[config.mk]
export PLATFORM = sky130hd
export DESIGN_NAME = rfid_frame_check_and_id_table_core_flat
export DESIGN_NICKNAME = d
export VERILOG_FILES = /design/src/rfc_pkg.sv /design/src/rfc_ifs.sv /design/src/rfc_xsum.sv /design/src/rfc_id_mem.sv /design/src/rfid_frame_check_and_id_table_core.sv /design/src/flat_wrapper.sv
export SDC_FILE = /design/constraint.sdc
export NUM_CORES = 1
export LEC_CHECK = 0
export ABC_CLOCK_PERIOD_IN_PS = 14580
export BUFFER_PORTS_ARGS = -buffer_cell sky130_fd_sc_hd__buf_2
export CORE_MARGIN = 1
export CORE_UTILIZATION = 68
export CTS_CLUSTER_SIZE = 16
export DETAILED_ROUTE_END_ITERATION = 10
export GPL_TIMING_DRIVEN = 0
export PLACE_DENSITY = 0.85
export SYNTH_ARGS = -nofsm -noshare
export SYNTH_HDL_FRONTEND = slang
export SYNTH_SLANG_ARGS = --single-unit
[constraint.sdc]
create_clock -name i_clk -period 14.58 [get_ports i_clk]
set_clock_uncertainty 0.2 [all_clocks]
set_input_delay 0.729 -clock i_clk [delete_from_list [all_inputs] [get_ports i_clk]]
set_output_delay 0.729 -clock i_clk [all_outputs]
set_load 0.01 [all_outputs]
[src/rfc_pkg.sv]
// ----------------------------------------------------------------------------
// rfc_pkg
// Shared types and constants for the reader frame checker and ID table.
// ----------------------------------------------------------------------------
package rfc_pkg;

    localparam logic [7:0] BYTE_START = 8'h02;
    localparam logic [7:0] BYTE_END   = 8'h03;

    // characters 0..9 carry the data pairs, 10..11 the check pair
    localparam int HEX_CHARS = 12;
    localparam int CHECK_POS = 10;

    typedef enum logic [1:0] {
        MODE_NONE  = 2'd0,
        MODE_DEREG = 2'd1,
        MODE_CHECK = 2'd2,
        MODE_REG   = 2'd3
    } t_mode;

    typedef enum logic [1:0] {
        O_NOTHING = 2'd0,
        O_SUCCESS = 2'd1,
        O_FAILURE = 2'd2
    } t_outcome;

    typedef enum logic [2:0] {
        R_NONE      = 3'd0,
        R_DONE      = 3'd1,
        R_BAD_CSUM  = 3'd2,
        R_FULL      = 3'd3,
        R_DUP       = 3'd4,
        R_NOT_FOUND = 3'd5,
        R_EMPTY     = 3'd6,
        R_NO_MODE   = 3'd7
    } t_reason;

    typedef enum logic [2:0] {
        ST_IDLE,
        ST_CHK,
        ST_LOOK,
        ST_INS,
        ST_SHIFT
    } t_state;

    typedef struct packed {
        logic start;
        logic step;
        logic odd;
        logic is_check;
    } t_xsum_ctl;

    typedef struct packed {
        logic good;
    } t_xsum_sts;

endpackage

[src/rfc_ifs.sv]
// ----------------------------------------------------------------------------
// rfc_ifs
// Valid/ready channels for reader bytes and frame results.
// ----------------------------------------------------------------------------
interface rfc_byte_if;
    logic       valid;
    logic       ready;
    logic [7:0] rx_byte;

    modport source (output valid, output rx_byte, input ready);
    modport sink   (input valid, input rx_byte, output ready);
endinterface

interface rfc_result_if;
    logic       valid;
    logic       ready;
    logic       frame_done;
    logic [1:0] outcome;
    logic [2:0] reason;
    logic [2:0] entry_count;

    modport source (output valid, output frame_done, output outcome, output reason,
                    output entry_count, input ready);
    modport sink   (input valid, input frame_done, input outcome, input reason,
                    input entry_count, output ready);
endinterface

[src/rfc_xsum.sv]
// ----------------------------------------------------------------------------
// rfc_xsum
// Shared hex decoder and XOR accumulator, one frame character per step.
// ----------------------------------------------------------------------------
module rfc_xsum (
    input  logic                i_clk,
    input  rfc_pkg::t_xsum_ctl  i_ctl,
    input  logic [7:0]          i_char,
    output rfc_pkg::t_xsum_sts  o_sts
);
    import rfc_pkg::*;

    logic [3:0] r_hi;
    logic [7:0] r_sum;
    logic       r_bad;

    logic       hex_ok;
    logic [3:0] hex_nib;
    logic [7:0] pair;
    logic [7:0] diff_lc;
    logic [7:0] diff_uc;

    always_comb begin
        diff_lc = i_char - 8'h57;
        diff_uc = i_char - 8'h37;
        hex_ok  = 1'b1;
        hex_nib = i_char[3:0];
        if (i_char >= 8'h61 && i_char <= 8'h66) begin
            hex_nib = diff_lc[3:0];
        end else if (i_char >= 8'h41 && i_char <= 8'h46) begin
            hex_nib = diff_uc[3:0];
        end else if (i_char >= 8'h30 && i_char <= 8'h39) begin
            hex_nib = i_char[3:0];
        end else begin
            hex_ok = 1'b0;
        end
    end

    assign pair = {r_hi, hex_nib};

    // valid on the step that presents the last check character
    assign o_sts.good = !r_bad && hex_ok && (r_sum == pair) && (r_sum != 8'h00);

    always_ff @(posedge i_clk) begin
        if (i_ctl.start) begin
            r_sum <= '0;
            r_bad <= 1'b0;
        end else if (i_ctl.step) begin
            if (!hex_ok) begin
                r_bad <= 1'b1;
            end
            if (!i_ctl.odd) begin
                r_hi <= hex_nib;
            end else if (!i_ctl.is_check) begin
                r_sum <= r_sum ^ pair;
            end
        end
    end

endmodule

[src/rfc_id_mem.sv]
// ----------------------------------------------------------------------------
// rfc_id_mem
// ID table storage, one byte per word, registered read.
// ----------------------------------------------------------------------------
module rfc_id_mem #(
    parameter int AW = 7
) (
    input  logic          i_clk,
    input  logic          i_we,
    input  logic [AW-1:0] i_waddr,
    input  logic [7:0]    i_wdata,
    input  logic          i_re,
    input  logic [AW-1:0] i_raddr,
    output logic [7:0]    o_rdata
);
    logic [7:0] r_mem [2**AW];

    always_ff @(posedge i_clk) begin
        if (i_we) begin
            r_mem[i_waddr] <= i_wdata;
        end
    end

    always_ff @(posedge i_clk) begin
        if (i_re) begin
            o_rdata <= r_mem[i_raddr];
        end
    end

endmodule

[src/rfid_frame_check_and_id_table_core.sv]
// ----------------------------------------------------------------------------
// rfid_frame_check_and_id_table_core
// Reader frame checker with XOR checksum and a small ID table.
// ----------------------------------------------------------------------------
// Bytes are taken one request at a time. A start or data byte is answered in
// the next cycle. An end byte runs a checksum pass through the shared hex
// decoder, then works on the ID table through its single read and single write
// port, one byte per cycle: a lookup reads the stored entries in slot order
// until a match or the last entry, an insert writes the ID after the stored
// entries, and a removal moves later entries up one slot, or none when the
// last entry is removed. The byte channel stays not ready while an end byte is
// being worked on and while a result waits to be taken. The table needs no
// clearing after reset: only slots below the stored count are ever read.
module rfid_frame_check_and_id_table_core #(
    parameter int TABLE_ENTRIES   = 5,
    parameter int ID_BUFFER_BYTES = 15
) (
    input  logic          i_clk,
    input  logic          i_rst_n,
    input  logic          i_cfg_we,
    input  logic [1:0]    i_cfg_wdata,
    rfc_byte_if.sink      i_rx,
    rfc_result_if.source  o_res
);
    import rfc_pkg::*;

    localparam int FM   = ID_BUFFER_BYTES - 1;
    localparam int CW   = $clog2(FM);
    localparam int LW   = $clog2(FM + 1);
    localparam int CNTW = $clog2(TABLE_ENTRIES + 1);
    localparam int SW   = (TABLE_ENTRIES > 1) ? $clog2(TABLE_ENTRIES) : 1;
    localparam int AW   = SW + CW;

    localparam logic [CW-1:0]   CHK_LAST = CW'(HEX_CHARS - 1);
    localparam logic [CW-1:0]   CHK_POS  = CW'(CHECK_POS);
    localparam logic [CW-1:0]   FM_LAST  = CW'(FM - 1);
    localparam logic [LW-1:0]   FM_LEN   = LW'(FM);
    localparam logic [CNTW-1:0] TE_CNT   = CNTW'(TABLE_ENTRIES);

    t_state          r_state, n_state;
    t_mode           r_lock_mode;
    logic [CW-1:0]   r_c, n_c;
    logic [CNTW-1:0] r_slot, n_slot;
    logic [CNTW-1:0] r_count, n_count;
    logic            r_pv, n_pv;
    logic [CNTW-1:0] r_ps, n_ps;
    logic [CW-1:0]   r_pc, n_pc;
    logic            r_mis, n_mis;
    logic [7:0]      r_chars [FM];
    logic [7:0]      n_chars [FM];
    logic [LW-1:0]   r_len, n_len;
    logic            r_zero, n_zero;

    logic            r_ov, n_ov;
    logic            r_done, n_done;
    t_outcome        r_outcome, n_outcome;
    t_reason         r_reason, n_reason;
    logic [2:0]      r_res_count, n_res_count;

    logic            rx_ready;
    logic            rx_accept;
    logic            res_take;
    logic [CW-1:0]   sel_idx;
    logic [7:0]      sel_char;
    logic [CNTW-1:0] slot_inc;
    logic            look_issue;
    logic            shift_issue;

    t_xsum_ctl       xs_ctl;
    t_xsum_sts       xs_sts;

    logic            mem_we;
    logic [AW-1:0]   mem_waddr;
    logic [7:0]      mem_wdata;
    logic            mem_re;
    logic [AW-1:0]   mem_raddr;
    logic [7:0]      mem_q;

    assign rx_accept   = i_rx.valid && rx_ready;
    assign res_take    = r_ov && o_res.ready;
    assign sel_char    = r_chars[sel_idx];
    assign slot_inc    = r_slot + CNTW'(1);
    assign look_issue  = r_slot < r_count;
    assign shift_issue = slot_inc < r_count;

    rfc_xsum u_xsum (
        .i_clk  (i_clk),
        .i_ctl  (xs_ctl),
        .i_char (sel_char),
        .o_sts  (xs_sts)
    );

    rfc_id_mem #(
        .AW (AW)
    ) u_id_mem (
        .i_clk   (i_clk),
        .i_we    (mem_we),
        .i_waddr (mem_waddr),
        .i_wdata (mem_wdata),
        .i_re    (mem_re),
        .i_raddr (mem_raddr),
        .o_rdata (mem_q)
    );

    // next state and datapath
    always_comb begin
        logic fin;
        logic load;
        logic start_look;
        logic hit;
        logic miss;
        logic mis_now;

        n_state     = r_state;
        n_c         = r_c;
        n_slot      = r_slot;
        n_count     = r_count;
        n_pv        = r_pv;
        n_ps        = r_ps;
        n_pc        = r_pc;
        n_mis       = r_mis;
        n_chars     = r_chars;
        n_len       = r_len;
        n_zero      = r_zero;
        n_ov        = r_ov;
        n_done      = r_done;
        n_outcome   = r_outcome;
        n_reason    = r_reason;
        n_res_count = r_res_count;
        fin         = 1'b0;
        load        = 1'b0;
        start_look  = 1'b0;
        hit         = 1'b0;
        miss        = 1'b0;
        mis_now     = 1'b0;

        if (res_take) begin
            n_ov = 1'b0;
        end

        unique case (r_state)
            ST_IDLE: begin
                if (rx_accept) begin
                    if (i_rx.rx_byte == BYTE_START) begin
                        n_chars   = '{default: '0};
                        n_len     = '0;
                        n_zero    = 1'b0;
                        load      = 1'b1;
                        n_done    = 1'b0;
                        n_outcome = O_NOTHING;
                        n_reason  = R_NONE;
                    end else if (i_rx.rx_byte != BYTE_END) begin
                        // bytes after a zero are stored as zero, so the buffer
                        // already holds the ID as it is compared and stored
                        if (r_len < FM_LEN) begin
                            n_chars[r_len[CW-1:0]] = r_zero ? 8'h00 : i_rx.rx_byte;
                            n_len = r_len + LW'(1);
                            if (i_rx.rx_byte == 8'h00) begin
                                n_zero = 1'b1;
                            end
                        end
                        load      = 1'b1;
                        n_done    = 1'b0;
                        n_outcome = O_NOTHING;
                        n_reason  = R_NONE;
                    end else begin
                        n_state = ST_CHK;
                        n_c     = '0;
                    end
                end
            end
            ST_CHK: begin
                n_c = r_c + CW'(1);
                if (r_c == CHK_LAST) begin
                    if (!xs_sts.good) begin
                        fin       = 1'b1;
                        n_outcome = O_FAILURE;
                        n_reason  = R_BAD_CSUM;
                    end else begin
                        unique case (r_lock_mode)
                            MODE_REG: begin
                                if (r_count >= TE_CNT) begin
                                    fin       = 1'b1;
                                    n_outcome = O_FAILURE;
                                    n_reason  = R_FULL;
                                end else if (r_count == '0) begin
                                    n_state = ST_INS;
                                    n_c     = '0;
                                end else begin
                                    start_look = 1'b1;
                                end
                            end
                            MODE_DEREG: begin
                                if (r_count == '0) begin
                                    fin       = 1'b1;
                                    n_outcome = O_FAILURE;
                                    n_reason  = R_EMPTY;
                                end else begin
                                    start_look = 1'b1;
                                end
                            end
                            MODE_CHECK: begin
                                if (r_count == '0) begin
                                    fin       = 1'b1;
                                    n_outcome = O_FAILURE;
                                    n_reason  = R_NOT_FOUND;
                                end else begin
                                    start_look = 1'b1;
                                end
                            end
                            MODE_NONE: begin
                                fin       = 1'b1;
                                n_outcome = O_NOTHING;
                                n_reason  = R_NO_MODE;
                            end
                            default: begin
                                fin       = 1'b1;
                                n_outcome = O_NOTHING;
                                n_reason  = R_NO_MODE;
                            end
                        endcase
                    end
                end
                if (start_look) begin
                    n_state = ST_LOOK;
                    n_c     = '0;
                    n_slot  = '0;
                    n_pv    = 1'b0;
                    n_mis   = 1'b0;
                end
            end
            ST_LOOK: begin
                // read issue
                if (look_issue) begin
                    n_pv = 1'b1;
                    n_ps = r_slot;
                    n_pc = r_c;
                    if (r_c == FM_LAST) begin
                        n_c    = '0;
                        n_slot = slot_inc;
                    end else begin
                        n_c = r_c + CW'(1);
                    end
                end else begin
                    n_pv = 1'b0;
                end
                // compare of the byte read in the previous cycle
                if (r_pv) begin
                    mis_now = r_mis | (mem_q != sel_char);
                    n_mis   = mis_now;
                    if (r_pc == FM_LAST) begin
                        n_mis = 1'b0;
                        if (!mis_now) begin
                            hit = 1'b1;
                        end else if (r_ps == r_count - CNTW'(1)) begin
                            miss = 1'b1;
                        end
                    end
                end
                if (hit || miss) begin
                    unique case (r_lock_mode)
                        MODE_REG: begin
                            if (hit) begin
                                fin       = 1'b1;
                                n_outcome = O_FAILURE;
                                n_reason  = R_DUP;
                            end else begin
                                n_state = ST_INS;
                                n_c     = '0;
                            end
                        end
                        MODE_DEREG: begin
                            if (miss) begin
                                fin       = 1'b1;
                                n_outcome = O_FAILURE;
                                n_reason  = R_NOT_FOUND;
                            end else begin
                                n_state = ST_SHIFT;
                                n_slot  = r_ps;
                                n_c     = '0;
                                n_pv    = 1'b0;
                            end
                        end
                        MODE_CHECK: begin
                            fin       = 1'b1;
                            n_outcome = hit ? O_SUCCESS : O_FAILURE;
                            n_reason  = hit ? R_DONE : R_NOT_FOUND;
                        end
                        MODE_NONE: begin
                            fin       = 1'b1;
                            n_outcome = O_NOTHING;
                            n_reason  = R_NO_MODE;
                        end
                        default: begin
                            fin       = 1'b1;
                            n_outcome = O_NOTHING;
                            n_reason  = R_NO_MODE;
                        end
                    endcase
                end
            end
            ST_INS: begin
                n_c = r_c + CW'(1);
                if (r_c == FM_LAST) begin
                    n_count   = r_count + CNTW'(1);
                    fin       = 1'b1;
                    n_outcome = O_SUCCESS;
                    n_reason  = R_DONE;
                end
            end
            ST_SHIFT: begin
                // move slot+1 into slot, byte by byte, each write in the cycle after its read
                if (shift_issue) begin
                    n_pv = 1'b1;
                    n_ps = r_slot;
                    n_pc = r_c;
                    if (r_c == FM_LAST) begin
                        n_c    = '0;
                        n_slot = slot_inc;
                    end else begin
                        n_c = r_c + CW'(1);
                    end
                end else begin
                    n_pv = 1'b0;
                    if (!r_pv) begin
                        n_count   = r_count - CNTW'(1);
                        fin       = 1'b1;
                        n_outcome = O_SUCCESS;
                        n_reason  = R_DONE;
                    end
                end
            end
            default: begin
                n_state = ST_IDLE;
            end
        endcase

        if (fin) begin
            load    = 1'b1;
            n_done  = 1'b1;
            n_chars = '{default: '0};
            n_len   = '0;
            n_zero  = 1'b0;
            n_state = ST_IDLE;
        end
        if (load) begin
            n_ov        = 1'b1;
            n_res_count = 3'(n_count);
        end
    end

    // control outputs
    always_comb begin
        rx_ready        = 1'b0;
        xs_ctl.start    = 1'b0;
        xs_ctl.step     = 1'b0;
        xs_ctl.odd      = r_c[0];
        xs_ctl.is_check = r_c >= CHK_POS;
        sel_idx         = r_c;
        mem_re          = 1'b0;
        mem_raddr       = {r_slot[SW-1:0], r_c};
        mem_we          = 1'b0;
        mem_waddr       = {r_ps[SW-1:0], r_pc};
        mem_wdata       = mem_q;

        unique case (r_state)
            ST_IDLE: begin
                rx_ready     = !r_ov || o_res.ready;
                xs_ctl.start = rx_accept && (i_rx.rx_byte == BYTE_END);
            end
            ST_CHK: begin
                xs_ctl.step = 1'b1;
            end
            ST_LOOK: begin
                sel_idx   = r_pc;
                mem_re    = look_issue;
                mem_raddr = {r_slot[SW-1:0], r_c};
            end
            ST_INS: begin
                mem_we    = 1'b1;
                mem_waddr = {r_count[SW-1:0], r_c};
                mem_wdata = sel_char;
            end
            ST_SHIFT: begin
                mem_re    = shift_issue;
                mem_raddr = {slot_inc[SW-1:0], r_c};
                mem_we    = r_pv;
                mem_waddr = {r_ps[SW-1:0], r_pc};
                mem_wdata = mem_q;
            end
            default: begin
                rx_ready = 1'b0;
            end
        endcase
    end

    always_ff @(posedge i_clk) begin
        if (!i_rst_n) begin
            r_state     <= ST_IDLE;
            r_lock_mode <= MODE_NONE;
            r_count     <= '0;
            r_pv        <= 1'b0;
            r_chars     <= '{default: '0};
            r_len       <= '0;
            r_zero      <= 1'b0;
            r_ov        <= 1'b0;
        end else begin
            r_state <= n_state;
            if (i_cfg_we) begin
                r_lock_mode <= t_mode'(i_cfg_wdata);
            end
            r_count <= n_count;
            r_pv    <= n_pv;
            r_chars <= n_chars;
            r_len   <= n_len;
            r_zero  <= n_zero;
            r_ov    <= n_ov;
        end
    end

    always_ff @(posedge i_clk) begin
        r_c         <= n_c;
        r_slot      <= n_slot;
        r_ps        <= n_ps;
        r_pc        <= n_pc;
        r_mis       <= n_mis;
        r_done      <= n_done;
        r_outcome   <= n_outcome;
        r_reason    <= n_reason;
        r_res_count <= n_res_count;
    end

    assign i_rx.ready        = rx_ready;
    assign o_res.valid       = r_ov;
    assign o_res.frame_done  = r_done;
    assign o_res.outcome     = r_outcome;
    assign o_res.reason      = r_reason;
    assign o_res.entry_count = r_res_count;

endmodule

[src/flat_wrapper.sv]
// flat-port wrapper written by rule: the top's interface ports become plain ports
module rfid_frame_check_and_id_table_core_flat import rfc_pkg::*;
#(
    parameter int TABLE_ENTRIES   = 5,
    parameter int ID_BUFFER_BYTES = 15
)
  (i_clk, i_rst_n, i_cfg_we, i_cfg_wdata, i_rx_valid, i_rx_rx_byte, i_rx_ready, o_res_valid, o_res_frame_done, o_res_outcome, o_res_reason, o_res_entry_count, o_res_ready);
  rfc_byte_if i_rx_i ();
  rfc_result_if o_res_i ();
  input  logic i_clk;
  input  logic i_rst_n;
  input  logic i_cfg_we;
  input  logic [1:0] i_cfg_wdata;
  input wire logic [$bits(i_rx_i.valid)-1:0] i_rx_valid;
  input wire logic [$bits(i_rx_i.rx_byte)-1:0] i_rx_rx_byte;
  output wire logic [$bits(i_rx_i.ready)-1:0] i_rx_ready;
  output wire logic [$bits(o_res_i.valid)-1:0] o_res_valid;
  output wire logic [$bits(o_res_i.frame_done)-1:0] o_res_frame_done;
  output wire logic [$bits(o_res_i.outcome)-1:0] o_res_outcome;
  output wire logic [$bits(o_res_i.reason)-1:0] o_res_reason;
  output wire logic [$bits(o_res_i.entry_count)-1:0] o_res_entry_count;
  input wire logic [$bits(o_res_i.ready)-1:0] o_res_ready;
  assign i_rx_i.valid = i_rx_valid;
  assign i_rx_i.rx_byte = i_rx_rx_byte;
  assign i_rx_ready = i_rx_i.ready;
  assign o_res_valid = o_res_i.valid;
  assign o_res_frame_done = o_res_i.frame_done;
  assign o_res_outcome = o_res_i.outcome;
  assign o_res_reason = o_res_i.reason;
  assign o_res_entry_count = o_res_i.entry_count;
  assign o_res_i.ready = o_res_ready;
  rfid_frame_check_and_id_table_core #(.TABLE_ENTRIES(TABLE_ENTRIES), .ID_BUFFER_BYTES(ID_BUFFER_BYTES)) u_core (.i_clk(i_clk), .i_rst_n(i_rst_n), .i_cfg_we(i_cfg_we), .i_cfg_wdata(i_cfg_wdata), .i_rx(i_rx_i), .o_res(o_res_i));
endmodule
## Yosys cells after proc, flatten, opt, wreduce, memory -nomap -nowiden

Memory sizes are Yosys's and may differ from the RTL's. A register that Yosys moved wholly into a read port is not among the register bits.
Index checks and enable logic that the tools add are counted.

| storage, ports and cells | value |
|---|---|
| register bits after elaboration | 164 |
| RAM bits | 1024 |
| bits of input ports | 15 |
| output and inout port bits | 11 |
| memories | 1 |

| cells by class | value |
|---|---|
| $add $sub $neg | 7 |
| $lt $le $gt $ge | 14 |
| eq/ne operators | 43 |
| multiplexer cells | 164 |
| bitwise logic cells | 10 |
| reductions and logical operators | 45 |

Memory list:

| name | words | bits a word | read ports | clocked after memory_dff | wr ports | RTL line | source |
|---|---|---|---|---|---|---|---|
| u_core.u_id_mem.r_mem | 128 | 8 | 1 | 1 | 1 | rfc_id_mem.sv:16 | `logic [7:0] r_mem [2**AW];` |

Operators by type and width:

| cell | count |
|---|---|
| two-way mux 112 bit | 3 |
| two-way mux 3 bit | 39 |
| bitwise mux 112 bit | 1 |
| two-way mux 4 bit | 23 |
| two-way mux 1 bit | 53 |
| two-way mux 8 bit | 5 |
| one-hot mux 3 bit (4 select lines) | 3 |
| binary-select mux 8 bit (select 4 bit) | 1 |
| demux 8 bit (select 4 bit) | 1 |
| two-way mux 2 bit | 14 |
| AND reduction 13 bit | 2 |
| one-hot mux 4 bit (5 select lines) | 1 |
| one-hot mux 3 bit (2 select lines) | 3 |
| AND reduction 3 bit | 6 |
| equality test 8 x 2 -> 1 bit (second input constant) | 2 |
| greater-or-equal comparator 8 x 7 -> 1 bit (second input constant) | 2 |
| <= comparator 8 x 7 -> 1 bit (second input constant) | 2 |
| inequality test 2 x 1 -> 1 bit (second input constant) | 8 |
| inequality test 4 bit (second input constant) | 4 |
| one-hot mux 4 bit (2 select lines) | 2 |
| one-hot mux 3 bit (5 select lines) | 1 |
| two-way mux 7 bit | 2 |
| equality test 4 bit (second input constant) | 3 |
| inequality test 3 x 1 -> 1 bit (second input constant) | 4 |
| other kinds (50) | 98 |

## Depth between registers and ports, before layout

| logic depth | value |
|---|---|
| depth in word-level cells | 19 |
| depth in mapped cells | 23 |

## Cells and area by module

Synthesis repeated with hierarchy kept, for this count alone.

| second synthesis, totals | value |
|---|---|
| cell total of the unflattened synthesis | 2748 |
| area, all modules | 50512.2 um^2 |

By module, submodules not included:

| module | instances | cells each | area an instance (um^2) | sequential area each (um^2) |
|---|---|---|---|---|
| rfc_id_mem | 1 | 1634 | 39736.9 | 30989.7 |
| rfid_frame_check_and_id_table_core | 1 | 1026 | 9980.8 | 3253.1 |
| rfc_xsum | 1 | 88 | 794.5 | 300.3 |

## Worst setup path before layout

OpenSTA, ideal clock, no wires.

| path | value |
|---|---|
| kind | register to register |
| start | reg u_core.r_state[2] |
| end | mem u_core.u_id_mem.r_mem[0][6] (data pin) |
| library setup time | 1.228 ns |
| data arrival time | 7.313 ns |
| required time | 13.152 ns |
| path slack | 5.839 ns |
| stages on the path, launching flop included | 7 |
| clock period less this slack | 8.741 ns |
| path through | dfxtp_1 > clkbuf_1 > nor3b_2 > mux2_2 > a2111oi_0 > o32ai_1 > o31ai_1 |

| on the way | value |
|---|---|
| word-level cells in the longest chain between the ends | 7 |
| elaborated cells between the ends (all ways) | 8 |
| classes of those cells | eq/ne: 2; mux: 5; bitwise: 1 |

RTL lines:

| element | RTL line | source |
|---|---|---|
| from (decl) | rfid_frame_check_and_id_table_core.sv:40 | `t_state r_state, n_state;` |
| from (signal assigned) | rfid_frame_check_and_id_table_core.sv:408 | `r_state <= n_state;` |
| equality test 3 x 2 -> 1 bit | rfid_frame_check_and_id_table_core.sv:366 | `unique case (r_state)` |
| two-way mux 4 bit | rfid_frame_check_and_id_table_core.sv:366 |  |
| inverter 4 -> 5 bit (not written as such) | rfid_frame_check_and_id_table_core.sv:81 | `assign sel_char = r_chars[sel_idx];` |
| binary-select mux 8 bit (select 4 bit) | rfid_frame_check_and_id_table_core.sv:81 |  |
| two-way mux 8 bit (not written as such) (2 in a row) | rfid_frame_check_and_id_table_core.sv:81 |  |
| two-way mux 8 bit * | rfid_frame_check_and_id_table_core.sv:366 |  |
| via u_core.mem_wdata[6] | rfid_frame_check_and_id_table_core.sv:74 | `logic [7:0] mem_wdata;` |
| to (decl) | rfc_id_mem.sv:16 |  |

The timed path passes the listed nets; every way through them passes the cells marked *. The select of a mux whose other input is x is not followed.

## Final worst setup path

| path | value |
|---|---|
| start | reg u_core.r_pc[1] |
| end | reg u_core.r_slot[2] (enable) |

| on the way | value |
|---|---|
| word-level cells in the longest chain between the ends | 18 |
| elaborated cells between the ends (all ways) | 30 |
| classes of those cells | add/sub: 2; order compare: 6; eq/ne: 2; mux: 12; bitwise: 1; reduce/logical: 7 |

RTL lines:

| element | RTL line | source |
|---|---|---|
| from (decl) | rfid_frame_check_and_id_table_core.sv:47 | `logic [CW-1:0] r_pc, n_pc;` |
| from (signal assigned) | rfid_frame_check_and_id_table_core.sv:425 | `r_pc <= n_pc;` |
| two-way mux 4 bit * | rfid_frame_check_and_id_table_core.sv:366 |  |
| inverter 4 -> 5 bit (not written as such) * | rfid_frame_check_and_id_table_core.sv:81 |  |
| binary-select mux 8 bit (select 4 bit) * | rfid_frame_check_and_id_table_core.sv:81 |  |
| two-way mux 8 bit (not written as such) * (2 in a row) | rfid_frame_check_and_id_table_core.sv:81 |  |
| parallel branches: the longest is 6 deep, another holds greater-or-equal comparator 8 x 7 -> 1 bit | -- |  |
| logical AND 1 bit * (2 in a row) | rfc_xsum.sv:42 | `assign o_sts.good = !r_bad && hex_ok && (r_sum == pair) && (r_sum != 8'h00);` |
| two-way mux 1 bit * | rfid_frame_check_and_id_table_core.sv:175 | `if (!xs_sts.good) begin` |
| two-way mux 1 bit * | rfid_frame_check_and_id_table_core.sv:174 | `if (r_c == CHK_LAST) begin` |
| two-way mux 1 bit * | rfid_frame_check_and_id_table_core.sv:141 | `unique case (r_state)` |
| inequality test 2 x 1 -> 1 bit (no source line) * | -- |  |
| AND reduction 3 bit (no source line) * | -- |  |
| to (signal assigned) | rfid_frame_check_and_id_table_core.sv:423 | `r_slot <= n_slot;` |
| to (decl) | rfid_frame_check_and_id_table_core.sv:43 | `logic [CNTW-1:0] r_slot, n_slot;` |

Every way passes the cells marked *. The select of a mux whose other input is x is not followed.
A chain may end at the register's enable or synchronous reset.

==> metrics.cfg <==
[clock_tree]
clock-sinks=1196
cts_tree=done
cts_resized=0
post_cts_buffers=0
cts_buffers=111
root_buffer=clkbuf_16
cts-htree-levels=3
insertion_delay_ns=0.73
hold_buffers=0
clock_path_buffers=3
clk_pin_slew_worst_paths_ns=0.06

[place]
routabilityCongestion=0.976
port_buffers=25
dp_hpwl_microns=100000
dp.cells=3899

[logic_synthesis]
yosys_most_used_dff=edfxtp_1
ys_ff_latch=1196
yosysSeqAreaShare=0.678
syn_nets=2925
synth_edf_count=1059
ys_types=80
ys.warnings.count=0
async_flop_share=0
synth_area_sq_um=50900
avgSynthCellArea_sq_um=17.7
netlist_instances=2884

[global_routing]
grt_overflow=0
track_usage=0.437
grt_max_degree=45
antenna_found_initial=18
grt_first_pass_wirelength_microns=228000
grt_pass1_vias=31107

[timing]
final_max_slew_viol_count=9
tightest_slew_ns=1.71
rsz0062_at_grt=no
timing.hold.ws_ns=0.0403
hold_violations=0
fin_crit_sh=0.466
fin_crit_ns=6.79
max-slew-margin-rel=-0.150
fmax_mhz=147
setup_viol=0
tns_ns=0

[status]
outcome=complete, but fails checks
violations=max-capacitance violations, max-slew violations

[power_and_ir_drop]
clockPowerShare=0.425
p_seq_frac=0.532
netSwitchingFraction=0.223
switchingPower_mw=1.55
p_leak_nw=13.9
comb_power_share=0.043
vdd_drop_max_mv=0.115
cellInternalPower_mw=5.42
power_density_nw_per_um2=123

[routing]
drtIter0Drc=5843
via_count=32135
final_antenna_net_count=0
first_pass_iters=7
wl_microns=162000
wl_per_cell_microns=39.3
vias_per_cell=7.81
drc=0

[min_path]
worstHoldEndpoint=u_core.r_zero$_SDFFE_PP0P_
hold_depth=2
min_from=i_rx_rx_byte[1]
hold_path.class=input pin to flip-flop

[setup_path]
cp-start-kind=flip-flop
cpPeakStageDelay_ns=1.14
r2r_cells=14
r2r_slack_ns=7.79
cp.required_ns=14.74
regToRegEndpoint=u_core.r_slot[2]$_SDFFCE_PN0P_
reg2reg_from=u_core.r_pc[1]$_DFFE_PP_
cp.arrival_ns=6.95
crit_top_cell=a211oi_1
worstPathCellList=buf_2 > buf_2 > buf_1 > a211oi_1 > a2111oi_0 > o32ai_1 > a211oi_1 > o211ai_1 > nand4b_1 > a221oi_4 > and2_0 > clkbuf_1 > a211oi_1 > a21oi_1
cp_max_fo=10
endpoint_kind=flip-flop
path_class=flip-flop to flip-flop
slowest_stage=a2111oi_0

[finish]
finalNetCount=3094
instances_no_fill=4116
final_util=0.770
areaGrowthSynthToFinish_pct=11.2
multi_input_area_sq_um=15500
layout-drive-gt1-share=0.247
n_fill_cell=3641
seq_area_sq_um=34500

[die]
rows=99
die_h_microns=276
die_area_sq_um=76000
core-area_sq_um=73600
ios=26
initial_core_util=0.692
dieWidth_microns=276

[job]
max_cap_violations=2

metal layers:
| layer | wire length (microns) | part of all wire | GRT usage |
|---|---|---|---|
| met5 | 190 | 0.0012 | 0.00313 |
| met4 | 14300 | 0.089 | 0.299 |
| met3 | 22000 | 0.14 | 0.134 |
| met2 | 74500 | 0.46 | 0.672 |
| met1 | 50600 | 0.31 | 0.537 |
layout make-up:
class,count,share of cell area
multi-input combinational,1482,0.274
sequential,1196,0.610
inverter,24,0.00159
clock buffer,143,0.0523
buffer,182,0.0160
tap,959,0.0212
clock inverter,66,0.0119
timing repair buffer,56,0.0129
antenna,8,0.000354
logic make-up after synthesis:
| kind of cell | after synthesis | share of synthesized area |
|---|---|---|
| compound gates | 287 | 0.0381 |
| xor+xnor | 35 | 0.00602 |
| fa+ha+maj | 26 | 0.00639 |
| buf+inv | 206 | 0.0196 |
| flops | 1196 | 0.678 |
| mux | 451 | 0.179 |
| simple gates | 683 | 0.0729 |
layout by cell type, fill, tap and decap left out, drive strengths merged, types with 26 or more instances in the layout:
cell / n
inv: 28
dfxtp: 137
nor2: 412
clkinv: 47
ha: 26
a31oi: 118
clkbuf: 263
a21oi: 38
mux2i: 53
edfxtp: 1059
o21ai: 31
mux2: 35
nand2: 119
nand3: 29
buf: 118
mux4: 363
synthesized netlist by cell type (all sizes together) (4+ instances only):
library cell | number | area, sq um
a2111oi | 4 | 35.0
a211o | 5 | 43.8
a211oi | 11 | 92.6
a21o | 7 | 60.1
a21oi | 38 | 205
a221oi | 5 | 61.3
a22o | 4 | 35.0
a22oi | 4 | 30.0
a31oi | 118 | 738
and2 | 14 | 87.6
and3 | 6 | 37.5
buf | 63 | 459
clkbuf | 119 | 447
dfxtp | 137 | 2740
edfxtp | 1059 | 31800
ha | 26 | 325
inv | 24 | 90.1
mux2 | 35 | 394
mux2i | 53 | 531
mux4 | 363 | 8180
nand2 | 119 | 447
nand2b | 16 | 100
nand3 | 29 | 145
nand3b | 6 | 45.0
nand4 | 8 | 50.1
nor2 | 412 | 2300
nor2b | 11 | 68.8
nor3 | 19 | 95.1
nor3b | 4 | 35.0
nor4 | 9 | 62.6
nor4b | 4 | 35.0
o211ai | 5 | 37.5
o21ai | 31 | 155
o221ai | 6 | 52.6
o22ai | 9 | 56.3
o31a | 4 | 35.0
o31ai | 8 | 60.1
o32ai | 4 | 35.0
or2 | 9 | 56.3
or4 | 5 | 41.3
xnor2 | 19 | 166
xor2 | 16 | 140
critical path, delay by kind of cell, from the launching register on:
family | cells | cell delay [ns]
compound gates | 8 | 3.70
buf+inv | 4 | 1.66
flops | 1 | 0.33
simple gates | 2 | 0.51
through the flow:
stage          setup WS [ns]  cell area [sq um]  power [mW]
3_3_place_gp          -0.615              52300        4.06
6_report                7.79              56600        6.97
2_1_floorplan           5.84              50900        3.98
3_5_place_dp            8.04              53000        4.07
4_1_cts                 7.96              56600        6.93
5_1_grt                 7.56              56600        7.06
power groups by stage:
stage	logic, mW	registers [mW]	clock network, mW
2_1_floorplan	0.198	3.78	0
3_3_place_gp	0.274	3.78	0
3_5_place_dp	0.285	3.79	0
4_1_cts	0.290	3.71	2.93
5_1_grt	0.308	3.71	3.04
6_report	0.298	3.71	2.96
flip-flops by register name, indices dropped and copies added, names as in the netlist, 4 cells and up:
register	count
u_core.u_id_mem.r_mem	1024
u_core.r_c	4
u_core.r_pc	4
u_core.u_id_mem.o_rdata	8
u_core.u_xsum.r_sum	8
u_core.u_xsum.r_hi	4
u_core.r_chars	112
u_core.r_len	4
how the worst max path moves through the flow:
| stage | startpoint | to | slack, ns | cells past startpoint |
|---|---|---|---|---|
| floorplan | u_core.r_state[2]$_SDFFE_PP0P_ | u_core.u_id_mem.r_mem[0][6]$_DFFE_PP_ | 5.84 | 6 |
| global placement | u_core.r_state[2]$_SDFFE_PP0P_ | u_core.u_id_mem.r_mem[38][1]$_DFFE_PP_ | -0.62 | 10 |
| detailed placement | u_core.r_pc[1]$_DFFE_PP_ | u_core.r_slot[1]$_SDFFCE_PN0P_ | 8.04 | 14 |
| CTS | u_core.r_pc[1]$_DFFE_PP_ | u_core.r_slot[2]$_SDFFCE_PN0P_ | 7.96 | 14 |
| global route | u_core.r_state[2]$_SDFFE_PP0P_ | u_core.r_slot[2]$_SDFFCE_PN0P_ | 7.56 | 19 |
| finish | u_core.r_pc[1]$_DFFE_PP_ | u_core.r_slot[2]$_SDFFCE_PN0P_ | 7.79 | 14 |
No activity file was read; power rests on OpenSTA's default activity.
